File: src/design/ddscf_pkg.sv
// Shared types and constants of the synthesizer channel command framer.
package ddscf_pkg;

  localparam int unsigned ValW       = 32;
  localparam int unsigned FreqW      = 29;
  localparam int unsigned CfgW       = 29;
  localparam int unsigned RefClockHz = 500000000;

  // Upper frequency limit after reset, in Hz.
  localparam logic [CfgW-1:0] FreqUpperReset = 29'd200000000;
  localparam logic [CfgW-1:0] FreqLowerReset = 29'd0;

  // Serial register addresses and fixed byte patterns.
  localparam logic [7:0] AddrChanSel  = 8'h00;
  localparam logic [7:0] AddrFreq     = 8'h04;
  localparam logic [7:0] AddrPhase    = 8'h05;
  localparam logic [7:0] AddrAmp      = 8'h06;
  localparam logic [7:0] ChanMaskBase = 8'h10;
  localparam logic [7:0] AmpEnable    = 8'h10;

  // Amplitude scaling: floor(mv * 1024 / 500) = floor((mv << 10) / 500)
  // computed as floor((mv << 8) / 125) via a reciprocal of 2^24 / 125.
  localparam logic [31:0] AmpSatMv    = 32'd500;
  localparam logic [9:0]  AmpMax      = 10'd1023;
  localparam logic [17:0] AmpRecip    = 18'd134217;
  localparam logic [16:0] AmpDiv      = 17'd125;

  typedef enum logic [1:0] {
    ActFreq  = 2'd0,
    ActAmp   = 2'd1,
    ActPhase = 2'd2
  } act_e;

  typedef enum logic {
    CfgFreqUpper = 1'b0,
    CfgFreqLower = 1'b1
  } cfg_reg_e;

  // Complete command as a byte frame, first byte in the top bits.
  typedef struct packed {
    logic [55:0] data;
    logic [2:0]  nbytes;
    logic        upd;
  } frame_t;

endpackage

File: src/design/ddscf_calc.sv
// Five-stage arithmetic pipeline: clamp, tuning word and amplitude scaling, frame build.
module ddscf_calc import ddscf_pkg::*; #(
  parameter int unsigned REF_CLOCK_HZ = RefClockHz
) (
  input  logic             clk_i,
  input  logic             rst_ni,
  input  logic [CfgW-1:0]  freq_upper_i,
  input  logic [CfgW-1:0]  freq_lower_i,
  input  logic             in_valid_i,
  output logic             in_stall_o,
  input  logic [1:0]       action_i,
  input  logic [1:0]       channel_i,
  input  logic [ValW-1:0]  value_i,
  output logic             frm_valid_o,
  input  logic             frm_take_i,
  output frame_t           frm_o
);

  // Tuning word floor(f * 2^32 / R) from f * floor(2^61 / R) >> 29, off by at most one.
  localparam int unsigned   TwShift = 29;
  localparam logic [63:0]   TwMul   = (64'd1 << (32 + TwShift)) / 64'(REF_CLOCK_HZ);
  localparam int unsigned   MulW    = $clog2(TwMul + 64'd1);
  localparam int unsigned   LoW     = 21;
  localparam int unsigned   HiW     = MulW - LoW;
  localparam logic [LoW-1:0] MulLo  = TwMul[LoW-1:0];
  localparam logic [HiW-1:0] MulHi  = HiW'(TwMul >> LoW);
  localparam int unsigned   SumW    = FreqW + MulW + 1;
  localparam logic [29:0]   RefV    = 30'(REF_CLOCK_HZ);

  typedef struct packed {
    act_e             act;
    logic [1:0]       ch;
    logic [FreqW-1:0] f;
    logic             asat;
    logic [8:0]       mv;
    logic [15:0]      ph;
  } st_a_t;

  typedef struct packed {
    act_e                 act;
    logic [1:0]           ch;
    logic [FreqW-1:0]     f;
    logic                 fsat;
    logic [FreqW+LoW-1:0] pp_lo;
    logic [FreqW+HiW-1:0] pp_hi;
    logic                 asat;
    logic [8:0]           mv;
    logic [36:0]          pa;
    logic [15:0]          ph;
  } st_b_t;

  typedef struct packed {
    act_e             act;
    logic [1:0]       ch;
    logic [FreqW-1:0] f;
    logic             fsat;
    logic [31:0]      qe;
    logic             asat;
    logic [8:0]       mv;
    logic [9:0]       qa;
    logic [15:0]      ph;
  } st_c_t;

  typedef struct packed {
    act_e             act;
    logic [1:0]       ch;
    logic [FreqW-1:0] f;
    logic             fsat;
    logic [31:0]      qe;
    logic [61:0]      qr;
    logic [9:0]       amp;
    logic [15:0]      ph;
  } st_d_t;

  typedef struct packed {
    act_e        act;
    logic [1:0]  ch;
    logic [31:0] w;
  } st_e_t;

  logic [4:0] v_q, v_d;
  logic [4:0] rdy;
  st_a_t a_q, a_d;
  st_b_t b_q, b_d;
  st_c_t c_q, c_d;
  st_d_t d_q, d_d;
  st_e_t e_q, e_d;

  logic [FreqW-1:0] f_hi;
  logic [SumW-1:0]  tw_sum;
  logic [16:0]      ya_b, ya_d;
  logic [16:0]      qa_prod;
  logic [62:0]      cmp_lhs, cmp_rhs;
  logic [7:0]       mask;

  // Backpressure: a stage takes a new beat when empty or when its beat moves on.
  assign rdy[4] = !v_q[4] || frm_take_i;
  assign rdy[3] = !v_q[3] || rdy[4];
  assign rdy[2] = !v_q[2] || rdy[3];
  assign rdy[1] = !v_q[1] || rdy[2];
  assign rdy[0] = !v_q[0] || rdy[1];

  assign in_stall_o  = !rdy[0];
  assign frm_valid_o = v_q[4];

  always_comb begin
    // Drop unused action codes at the door.
    v_d[0] = in_valid_i && (action_i != 2'd3);
    v_d[1] = v_q[0];
    v_d[2] = v_q[1];
    v_d[3] = v_q[2];
    v_d[4] = v_q[3];
  end

  // Stage A: clamp, upper limit first, lower limit second.
  always_comb begin
    f_hi = (value_i > ValW'(freq_upper_i)) ? freq_upper_i : value_i[FreqW-1:0];
    a_d.act  = act_e'(action_i);
    a_d.ch   = channel_i;
    a_d.f    = (f_hi < freq_lower_i) ? freq_lower_i : f_hi;
    a_d.asat = value_i >= AmpSatMv;
    a_d.mv   = value_i[8:0];
    a_d.ph   = value_i[15:0];
  end

  // Stage B: partial products of the reciprocal multiplications.
  always_comb begin
    ya_b       = {a_q.mv, 8'b0};
    b_d.act    = a_q.act;
    b_d.ch     = a_q.ch;
    b_d.f      = a_q.f;
    b_d.fsat   = {1'b0, a_q.f} >= RefV;
    b_d.pp_lo  = (FreqW+LoW)'(a_q.f) * (FreqW+LoW)'(MulLo);
    b_d.pp_hi  = (FreqW+HiW)'(a_q.f) * (FreqW+HiW)'(MulHi);
    b_d.asat   = a_q.asat;
    b_d.mv     = a_q.mv;
    b_d.pa     = 37'(ya_b) * 37'(AmpRecip);
    b_d.ph     = a_q.ph;
  end

  // Stage C: combine partial products into the estimated quotients.
  always_comb begin
    tw_sum   = SumW'(b_q.pp_lo) + (SumW'(b_q.pp_hi) << LoW);
    c_d.act  = b_q.act;
    c_d.ch   = b_q.ch;
    c_d.f    = b_q.f;
    c_d.fsat = b_q.fsat;
    c_d.qe   = tw_sum[TwShift+31:TwShift];
    c_d.asat = b_q.asat;
    c_d.mv   = b_q.mv;
    c_d.qa   = b_q.pa[33:24];
    c_d.ph   = b_q.ph;
  end

  // Stage D: back-multiply the tuning word estimate, correct the amplitude.
  always_comb begin
    ya_d     = {c_q.mv, 8'b0};
    qa_prod  = 17'(c_q.qa) * AmpDiv;
    d_d.act  = c_q.act;
    d_d.ch   = c_q.ch;
    d_d.f    = c_q.f;
    d_d.fsat = c_q.fsat;
    d_d.qe   = c_q.qe;
    d_d.qr   = 62'(c_q.qe) * 62'(RefV);
    if (c_q.asat) begin
      d_d.amp = AmpMax;
    end else if ((ya_d - qa_prod) >= AmpDiv) begin
      d_d.amp = c_q.qa + 10'd1;
    end else begin
      d_d.amp = c_q.qa;
    end
    d_d.ph   = c_q.ph;
  end

  // Stage E: final tuning word correction and saturation, select payload word.
  always_comb begin
    cmp_lhs = 63'(d_q.qr) + 63'(RefV);
    cmp_rhs = {2'b0, d_q.f, 32'b0};
    e_d.act = d_q.act;
    e_d.ch  = d_q.ch;
    unique case (d_q.act)
      ActFreq: begin
        if (d_q.fsat) begin
          e_d.w = '1;
        end else begin
          e_d.w = d_q.qe + 32'(cmp_lhs <= cmp_rhs);
        end
      end
      ActAmp:   e_d.w = {8'h00, AmpEnable | {6'b0, d_q.amp[9:8]}, d_q.amp[7:0], 8'h00};
      ActPhase: e_d.w = {d_q.ph, 16'h0000};
      default:  e_d.w = '0;
    endcase
  end

  // Frame: channel select, data address, then the data bytes.
  always_comb begin
    mask = ChanMaskBase << e_q.ch;
    unique case (e_q.act)
      ActFreq: begin
        frm_o.data   = {AddrChanSel, mask, AddrFreq, e_q.w};
        frm_o.nbytes = 3'd7;
        frm_o.upd    = 1'b1;
      end
      ActAmp: begin
        frm_o.data   = {AddrChanSel, mask, AddrAmp, e_q.w};
        frm_o.nbytes = 3'd6;
        frm_o.upd    = 1'b1;
      end
      ActPhase: begin
        frm_o.data   = {AddrChanSel, mask, AddrPhase, e_q.w};
        frm_o.nbytes = 3'd5;
        frm_o.upd    = 1'b0;
      end
      default: begin
        frm_o.data   = '0;
        frm_o.nbytes = 3'd0;
        frm_o.upd    = 1'b0;
      end
    endcase
  end

  always_ff @(posedge clk_i or negedge rst_ni) begin
    if (!rst_ni) begin
      v_q <= '0;
    end else begin
      for (int k = 0; k < 5; k++) begin
        if (rdy[k]) begin
          v_q[k] <= v_d[k];
        end
      end
    end
  end

  always_ff @(posedge clk_i) begin
    if (rdy[0]) begin
      a_q <= a_d;
    end
    if (rdy[1]) begin
      b_q <= b_d;
    end
    if (rdy[2]) begin
      c_q <= c_d;
    end
    if (rdy[3]) begin
      d_q <= d_d;
    end
    if (rdy[4]) begin
      e_q <= e_d;
    end
  end

endmodule

File: src/design/dds_channel_command_framer_top.sv
// Top level: limit registers, arithmetic pipeline, byte serialiser and output register.
//
//   channel   direction  handshake               payload
//   command   in         in_valid_i / in_stall_o  action_i, channel_i, value_i
//   bytes     out        out_valid_o / out_stall_i spi_byte_o, frame_end_o,
//                                                 update_pulse_o, last_o
//   config    in         cfg_we_i                 cfg_idx_i, cfg_data_i
//
// A command passes five pipeline stages before its bytes start. The
// serialiser sends one byte a cycle while the byte side does not stall,
// so a command occupies it for 7 (frequency), 6 (amplitude) or 5 (phase)
// bytes, which sets the sustained rate. Action code 3 is taken and
// dropped. Reset clears all valid bits and loads the limit registers.
// A stall on the byte side holds the output beat and backs up the pipeline.
module dds_channel_command_framer_top import ddscf_pkg::*; #(
  parameter int unsigned REF_CLOCK_HZ = RefClockHz
) (
  input  logic            clk_i,
  input  logic            rst_ni,
  input  logic            cfg_we_i,
  input  logic            cfg_idx_i,
  input  logic [CfgW-1:0] cfg_data_i,
  input  logic            in_valid_i,
  output logic            in_stall_o,
  input  logic [1:0]      action_i,
  input  logic [1:0]      channel_i,
  input  logic [ValW-1:0] value_i,
  output logic            out_valid_o,
  input  logic            out_stall_i,
  output logic [7:0]      spi_byte_o,
  output logic            frame_end_o,
  output logic            update_pulse_o,
  output logic            last_o
);

  logic [CfgW-1:0] upper_q, lower_q;
  logic            frm_valid, frm_take;
  frame_t          frm;

  logic [55:0] sh_q, sh_d;
  logic [2:0]  rem_q, rem_d;
  logic [2:0]  idx_q, idx_d;
  logic        upd_q, upd_d;
  logic        emit, out_free, fend;

  logic        ov_q, ov_d;
  logic [7:0]  ob_q, ob_d;
  logic        ofe_q, ofe_d;
  logic        oup_q, oup_d;
  logic        olast_q, olast_d;

  always_ff @(posedge clk_i or negedge rst_ni) begin
    if (!rst_ni) begin
      upper_q <= FreqUpperReset;
      lower_q <= FreqLowerReset;
    end else if (cfg_we_i) begin
      unique case (cfg_reg_e'(cfg_idx_i))
        CfgFreqUpper: upper_q <= cfg_data_i;
        CfgFreqLower: lower_q <= cfg_data_i;
        default: ;
      endcase
    end
  end

  ddscf_calc #(
    .REF_CLOCK_HZ(REF_CLOCK_HZ)
  ) u_calc (
    .clk_i        (clk_i),
    .rst_ni       (rst_ni),
    .freq_upper_i (upper_q),
    .freq_lower_i (lower_q),
    .in_valid_i   (in_valid_i),
    .in_stall_o   (in_stall_o),
    .action_i     (action_i),
    .channel_i    (channel_i),
    .value_i      (value_i),
    .frm_valid_o  (frm_valid),
    .frm_take_i   (frm_take),
    .frm_o        (frm)
  );

  assign out_free = !ov_q || !out_stall_i;
  assign emit     = (rem_q != 3'd0) && out_free;
  // Take the next frame when idle or while sending the final byte.
  assign frm_take = (rem_q == 3'd0) || (emit && (rem_q == 3'd1));
  assign fend     = (idx_q == 3'd1) || (rem_q == 3'd1);

  always_comb begin
    sh_d  = sh_q;
    rem_d = rem_q;
    idx_d = idx_q;
    upd_d = upd_q;
    if (frm_take && frm_valid) begin
      sh_d  = frm.data;
      rem_d = frm.nbytes;
      idx_d = 3'd0;
      upd_d = frm.upd;
    end else if (emit) begin
      sh_d  = {sh_q[47:0], 8'h00};
      rem_d = rem_q - 3'd1;
      idx_d = idx_q + 3'd1;
    end
  end

  always_comb begin
    ov_d    = ov_q;
    ob_d    = ob_q;
    ofe_d   = ofe_q;
    oup_d   = oup_q;
    olast_d = olast_q;
    if (out_free) begin
      ov_d    = emit;
      ob_d    = sh_q[55:48];
      ofe_d   = fend;
      oup_d   = fend && upd_q;
      olast_d = rem_q == 3'd1;
    end
  end

  always_ff @(posedge clk_i or negedge rst_ni) begin
    if (!rst_ni) begin
      rem_q <= 3'd0;
      idx_q <= 3'd0;
      ov_q  <= 1'b0;
    end else begin
      rem_q <= rem_d;
      idx_q <= idx_d;
      ov_q  <= ov_d;
    end
  end

  always_ff @(posedge clk_i) begin
    sh_q    <= sh_d;
    upd_q   <= upd_d;
    ob_q    <= ob_d;
    ofe_q   <= ofe_d;
    oup_q   <= oup_d;
    olast_q <= olast_d;
  end

  assign out_valid_o    = ov_q;
  assign spi_byte_o     = ob_q;
  assign frame_end_o    = ofe_q;
  assign update_pulse_o = oup_q;
  assign last_o         = olast_q;

endmodule

File: config.mk
export PLATFORM = sky130hd
export DESIGN_NAME = dds_channel_command_framer_top
export DESIGN_NICKNAME = d
export VERILOG_FILES = /design/src/design/ddscf_pkg.sv /design/src/design/ddscf_calc.sv /design/src/design/dds_channel_command_framer_top.sv
export SDC_FILE = /design/constraint.sdc
export NUM_CORES = 2
export LEC_CHECK = 0
export BUFFER_PORTS_ARGS = -buffer_cell sky130_fd_sc_hd__buf_2
export CAP_MARGIN = 20
export CORE_MARGIN = 3
export CORE_UTILIZATION = 50
export DETAILED_ROUTE_END_ITERATION = 8
export GPL_ROUTABILITY_DRIVEN = 0
export PLACE_DENSITY = 0.66
export SETUP_SLACK_MARGIN = 0.02
export SYNTH_ARGS = -nofsm -noshare
export SYNTH_HDL_FRONTEND = slang
export SYNTH_SLANG_ARGS = --single-unit
File: constraint.sdc
create_clock -name clk_i -period 7.9 [get_ports clk_i]
set_input_delay 0.79 -clock clk_i [delete_from_list [all_inputs] [get_ports clk_i]]
set_output_delay 0.79 -clock clk_i [all_outputs]
set_load 0.02 [all_outputs]
==> impl_metrics.csv <==
group,metric,value,unit
floorplan,placeableCoreArea,0.104,mm2
detailed_routing,vias_per_cell,5.35,
global_routing,grt_start_max_net_pins,86,
job,maxCapViolations,0,
worst_setup_path,reg2reg_setup_slack,450,ps
synth,post_synth_num_cell_types,84,
cells_and_area,area_growth,8.45,%
detailed_routing,residual_drc,0,
synth,yosysSeqAreaShare,32.5,%
global_routing,gr-usage-all-layers,22.4,%
global_routing,grt_residual_overflow,0,
sta,final.setup_skew,25.9,ps
floorplan,dieHeight,332,um
worst_setup_path,cp_data_required_time,8390,ps
worst_setup_path,critical_path.max_stage_delay,570,ps
detailed_routing,firstDrtPassIters,5,
sta,achievable-frequency,0.134,GHz
clocking,cts_inserted_buffers,66,
global_routing,first_pass_grt_wire_length,192,mm
detailed_routing,postRouteAntennaNets,0,
floorplan,design.die.area,0.110,mm2
clocking,htreeDepth,3,
synth,ys_async_sr_fraction,12.0,%
synth,synth-edff-count,514,
synth,synth.largest_area_cell,"edfxtp_1",
sta,timing.final.setup_violations,0,
clocking,post-cts-setup-buffers,0,
clocking,cts_resized,0,
cells_and_area,final_cells,6120,
floorplan,initial_core_util,50.8,%
sta,grt_setup_unrepaired,"false",
clocking,cts_hold_buf,0,
worst_setup_path,critical_path.endpoint_type,"register",
worst_setup_path,start_kind,"register",
detailed_routing,wl,120,mm
cells_and_area,design.final.nets,6137,
synth,post_synth_inst_count,4531,
placed_design,place_inst,6000,
worst_setup_path,critical_path.cell_chain,"inv_1 -> fa_1 -> fa_1 -> fa_1 -> fa_1 -> fa_1 -> inv_1 -> fa_1 -> inv_1 -> fa_1 -> inv_1 -> ha_1 -> a21oi_1 -> o21ai_0 -> a221oi_1 -> nor2_1 -> o21ai_1 -> a21oi_1 -> o41ai_2 -> o21ai_1 -> or4b_1 -> nand3_1",
hold_path,holdCritPathClass,"input port to asynchronous set/reset pin",
clocking,clock_transition_at_the_register_clock_pins_on_the_worst_setup_and_hold_paths_after_cts,60,ps
placed_design,post-dp-hpwl,98.7,mm
worst_setup_path,crit_path_max_fanout,8,
sta,worstMarginPinSlew,1180,ps
status,status,"finished clean",
worst_setup_path,reg2regPathDepth,22,
detailed_routing,routed_wire_length_per_instance,19.7,um
sta,setup_total_negative_slack,0,ps
floorplan,floorplan.io_pins,84,
floorplan,fp.dieW,332,um
synth,synth.top_cell.area_share,29.1,%
cells_and_area,multiInputGateArea,0.0318,mm2
worst_setup_path,arrival,7940,ps
worst_setup_path,worstSetupPathType,"register to register",
sta,finalCritPeriodShare,94.4,%
cells_and_area,diodes,0,
worst_setup_path,ff_to_ff_start,"u_calc.c_q[40]$_DFFE_PP_",
clocking,cts_buffer_depth,3,
sta,post-route-min-period,7450,ps
synth,synth.net_count,5979,
detailed_routing,routed-via-count,32700,
clocking,clk_root_buffer_cell,"clkbuf_16",
cells_and_area,num-fill-cells,8817,
worst_setup_path,crit_slowest_cell,"edfxtp_1",
clocking,total_number_of_clock_tree_sinks,584,
cells_and_area,layout-drive-gt1-share,7.55,%
synth,postSynth.topFlopCell,"edfxtp_1",
clocking,cts_tree,"built",
cells_and_area,regArea,0.0172,mm2
sta,max-slew-margin-rel,20.2,%
synth,synth.ff_latch_count,584,
floorplan,std_cell_rows,118,
global_routing,grt_pass1_vias,34500,
sta,hold_violations,0,
clocking,worst_skew_pair_latency,620,ps
synth,synth_area,0.0530,mm2
detailed_routing,initial_drc_count,2248,
synth,synth_area_per_cell,11.7,um2
worst_setup_path,worst_r2r_endpoint,"u_calc.d_q[84]$_DFFE_PP_",
placed_design,port_buffers,83,
synth,synth.top_cells.by_area,"edfxtp_1 29%, fa_1 22%, ha_1 19%",
synth,yosysWarningCount,0,
sta,timing_max_transition_violations_final,0,
global_routing,number_of_antenna_violations_at_the_first_check_in_global_routing,3,
worst_setup_path,crit_path_frequent_cell,"fa_1",
## flip-flops by register name (all words and copies together) (netlist names)
register / flops
update_pulse_o: 1
out_valid_o: 1
u_calc.b_q: 124
rem_q: 3
idx_q: 3
frame_end_o: 1
u_calc.cmp_rhs: 29
spi_byte_o: 8
u_calc.a_q: 50
u_calc.v_q: 5
sh_q: 56
lower_q: 29
last_o: 1
u_calc.d_q: 114
u_calc.e_q: 36
u_calc.c_q: 93
upd_q: 1
upper_q: 29
## cells by family after synthesis
kind of cell    share of synthesized area [%]
compound gates                           7.65
xor+xnor                                 3.40
flops                                    32.5
mux                                      2.14
buf+inv                                  7.60
fa+ha+maj                                40.8
simple gates                             5.93
## worst max-delay path by stage
stage | start | endpoint
6_report | u_calc.c_q[40]$_DFFE_PP_ | u_calc.d_q[84]$_DFFE_PP_
5_1_grt | u_calc.c_q[40]$_DFFE_PP_ | u_calc.d_q[84]$_DFFE_PP_
4_1_cts | u_calc.c_q[40]$_DFFE_PP_ | u_calc.d_q[86]$_DFFE_PP_
3_5_place_dp | u_calc.c_q[40]$_DFFE_PP_ | u_calc.d_q[86]$_DFFE_PP_
3_3_place_gp | u_calc.c_q[40]$_DFFE_PP_ | u_calc.d_q[84]$_DFFE_PP_
2_1_floorplan | u_calc.c_q[38]$_DFFE_PP_ | u_calc.d_q[76]$_DFFE_PP_
## area by class of cell
cell class | count | area share (%)
repair buffers | 132 | 1.40
well taps | 1380 | 3.00
inverters | 1019 | 6.66
clock buffers | 75 | 2.97
flip-flops and latches | 584 | 29.9
clock inverters | 44 | 0.673
multi-input cells | 2886 | 55.4
## critical path, delay by kind of cell, from the launching register on
| family | cells | cell delay (ps) |
|---|---|---|
| simple gates | 3 | 730 |
| fa+ha+maj | 8 | 4000 |
| buf+inv | 4 | 360 |
| compound gates | 7 | 1650 |
| flops | 1 | 570 |
## through the flow
step,util [%],hold WS (ps),setup WS [ps],instance area (um2)
floorplan,-,400,1120,53000
global placement,53.0,401,550,55300
detailed placement,53.0,405,358,55300
CTS,55.0,309,361,57400
global route,55.1,98.9,50.0,57500
finish,55.1,99.1,446,57500
## cells in the mapped netlist (27+ instances only)
master / number
a21oi_1: 148
fa_1: 586
inv_1: 1019
edfxtp_1: 514
nor2_1: 110
and2_1: 38
nand4_1: 53
dfrtp_1: 58
o21ai_0: 104
nand3_1: 61
xor2_1: 70
nor2b_1: 32
xnor2_1: 136
nor3_1: 39
nand2b_1: 27
ha_1: 791
clkbuf_1: 34
mux2_2: 68
a21o_1: 117
nand2_1: 153
o21a_1: 32
## routing by layer
| layer | GRT usage (%) | wire length [um] |
|---|---|---|
| met5 | 0 | 25 |
| met3 | 5.13 | 7350 |
| met1 | 30.4 | 53800 |
| met2 | 36.4 | 56300 |
| met4 | 5.71 | 2960 |
## placed cells by master (no fill, tap or decap), types with 7 or more instances in the layout
cell / count
edfxtp_1: 514
fa_1: 586
a31oi_1: 13
a211oi_1: 13
o21ai_0: 104
buf_4: 49
clkinv_2: 13
nand3_1: 60
mux2_4: 20
clkinv_1: 16
or3_1: 12
clkbuf_16: 67
nor2_1: 110
dfstp_2: 12
and4_1: 11
dfrtp_1: 58
nand2_1: 151
nor2b_1: 31
xor2_1: 70
mux2i_1: 7
a22o_1: 25
and3_1: 25
o21bai_1: 25
xnor2_1: 136
o211ai_1: 9
nor3_1: 39
ha_1: 791
inv_1: 1017
a221oi_1: 26
a21o_1: 117
nand2b_1: 27
clkbuf_1: 8
nor4_1: 14
mux2_2: 68
and2_1: 38
nand4_1: 53
a21oi_1: 147
o21a_1: 32
buf_2: 82
Power is left out: the tool's default activity adds up to more than one toggle a clock period on the data nets, which glitch-free logic cannot reach.
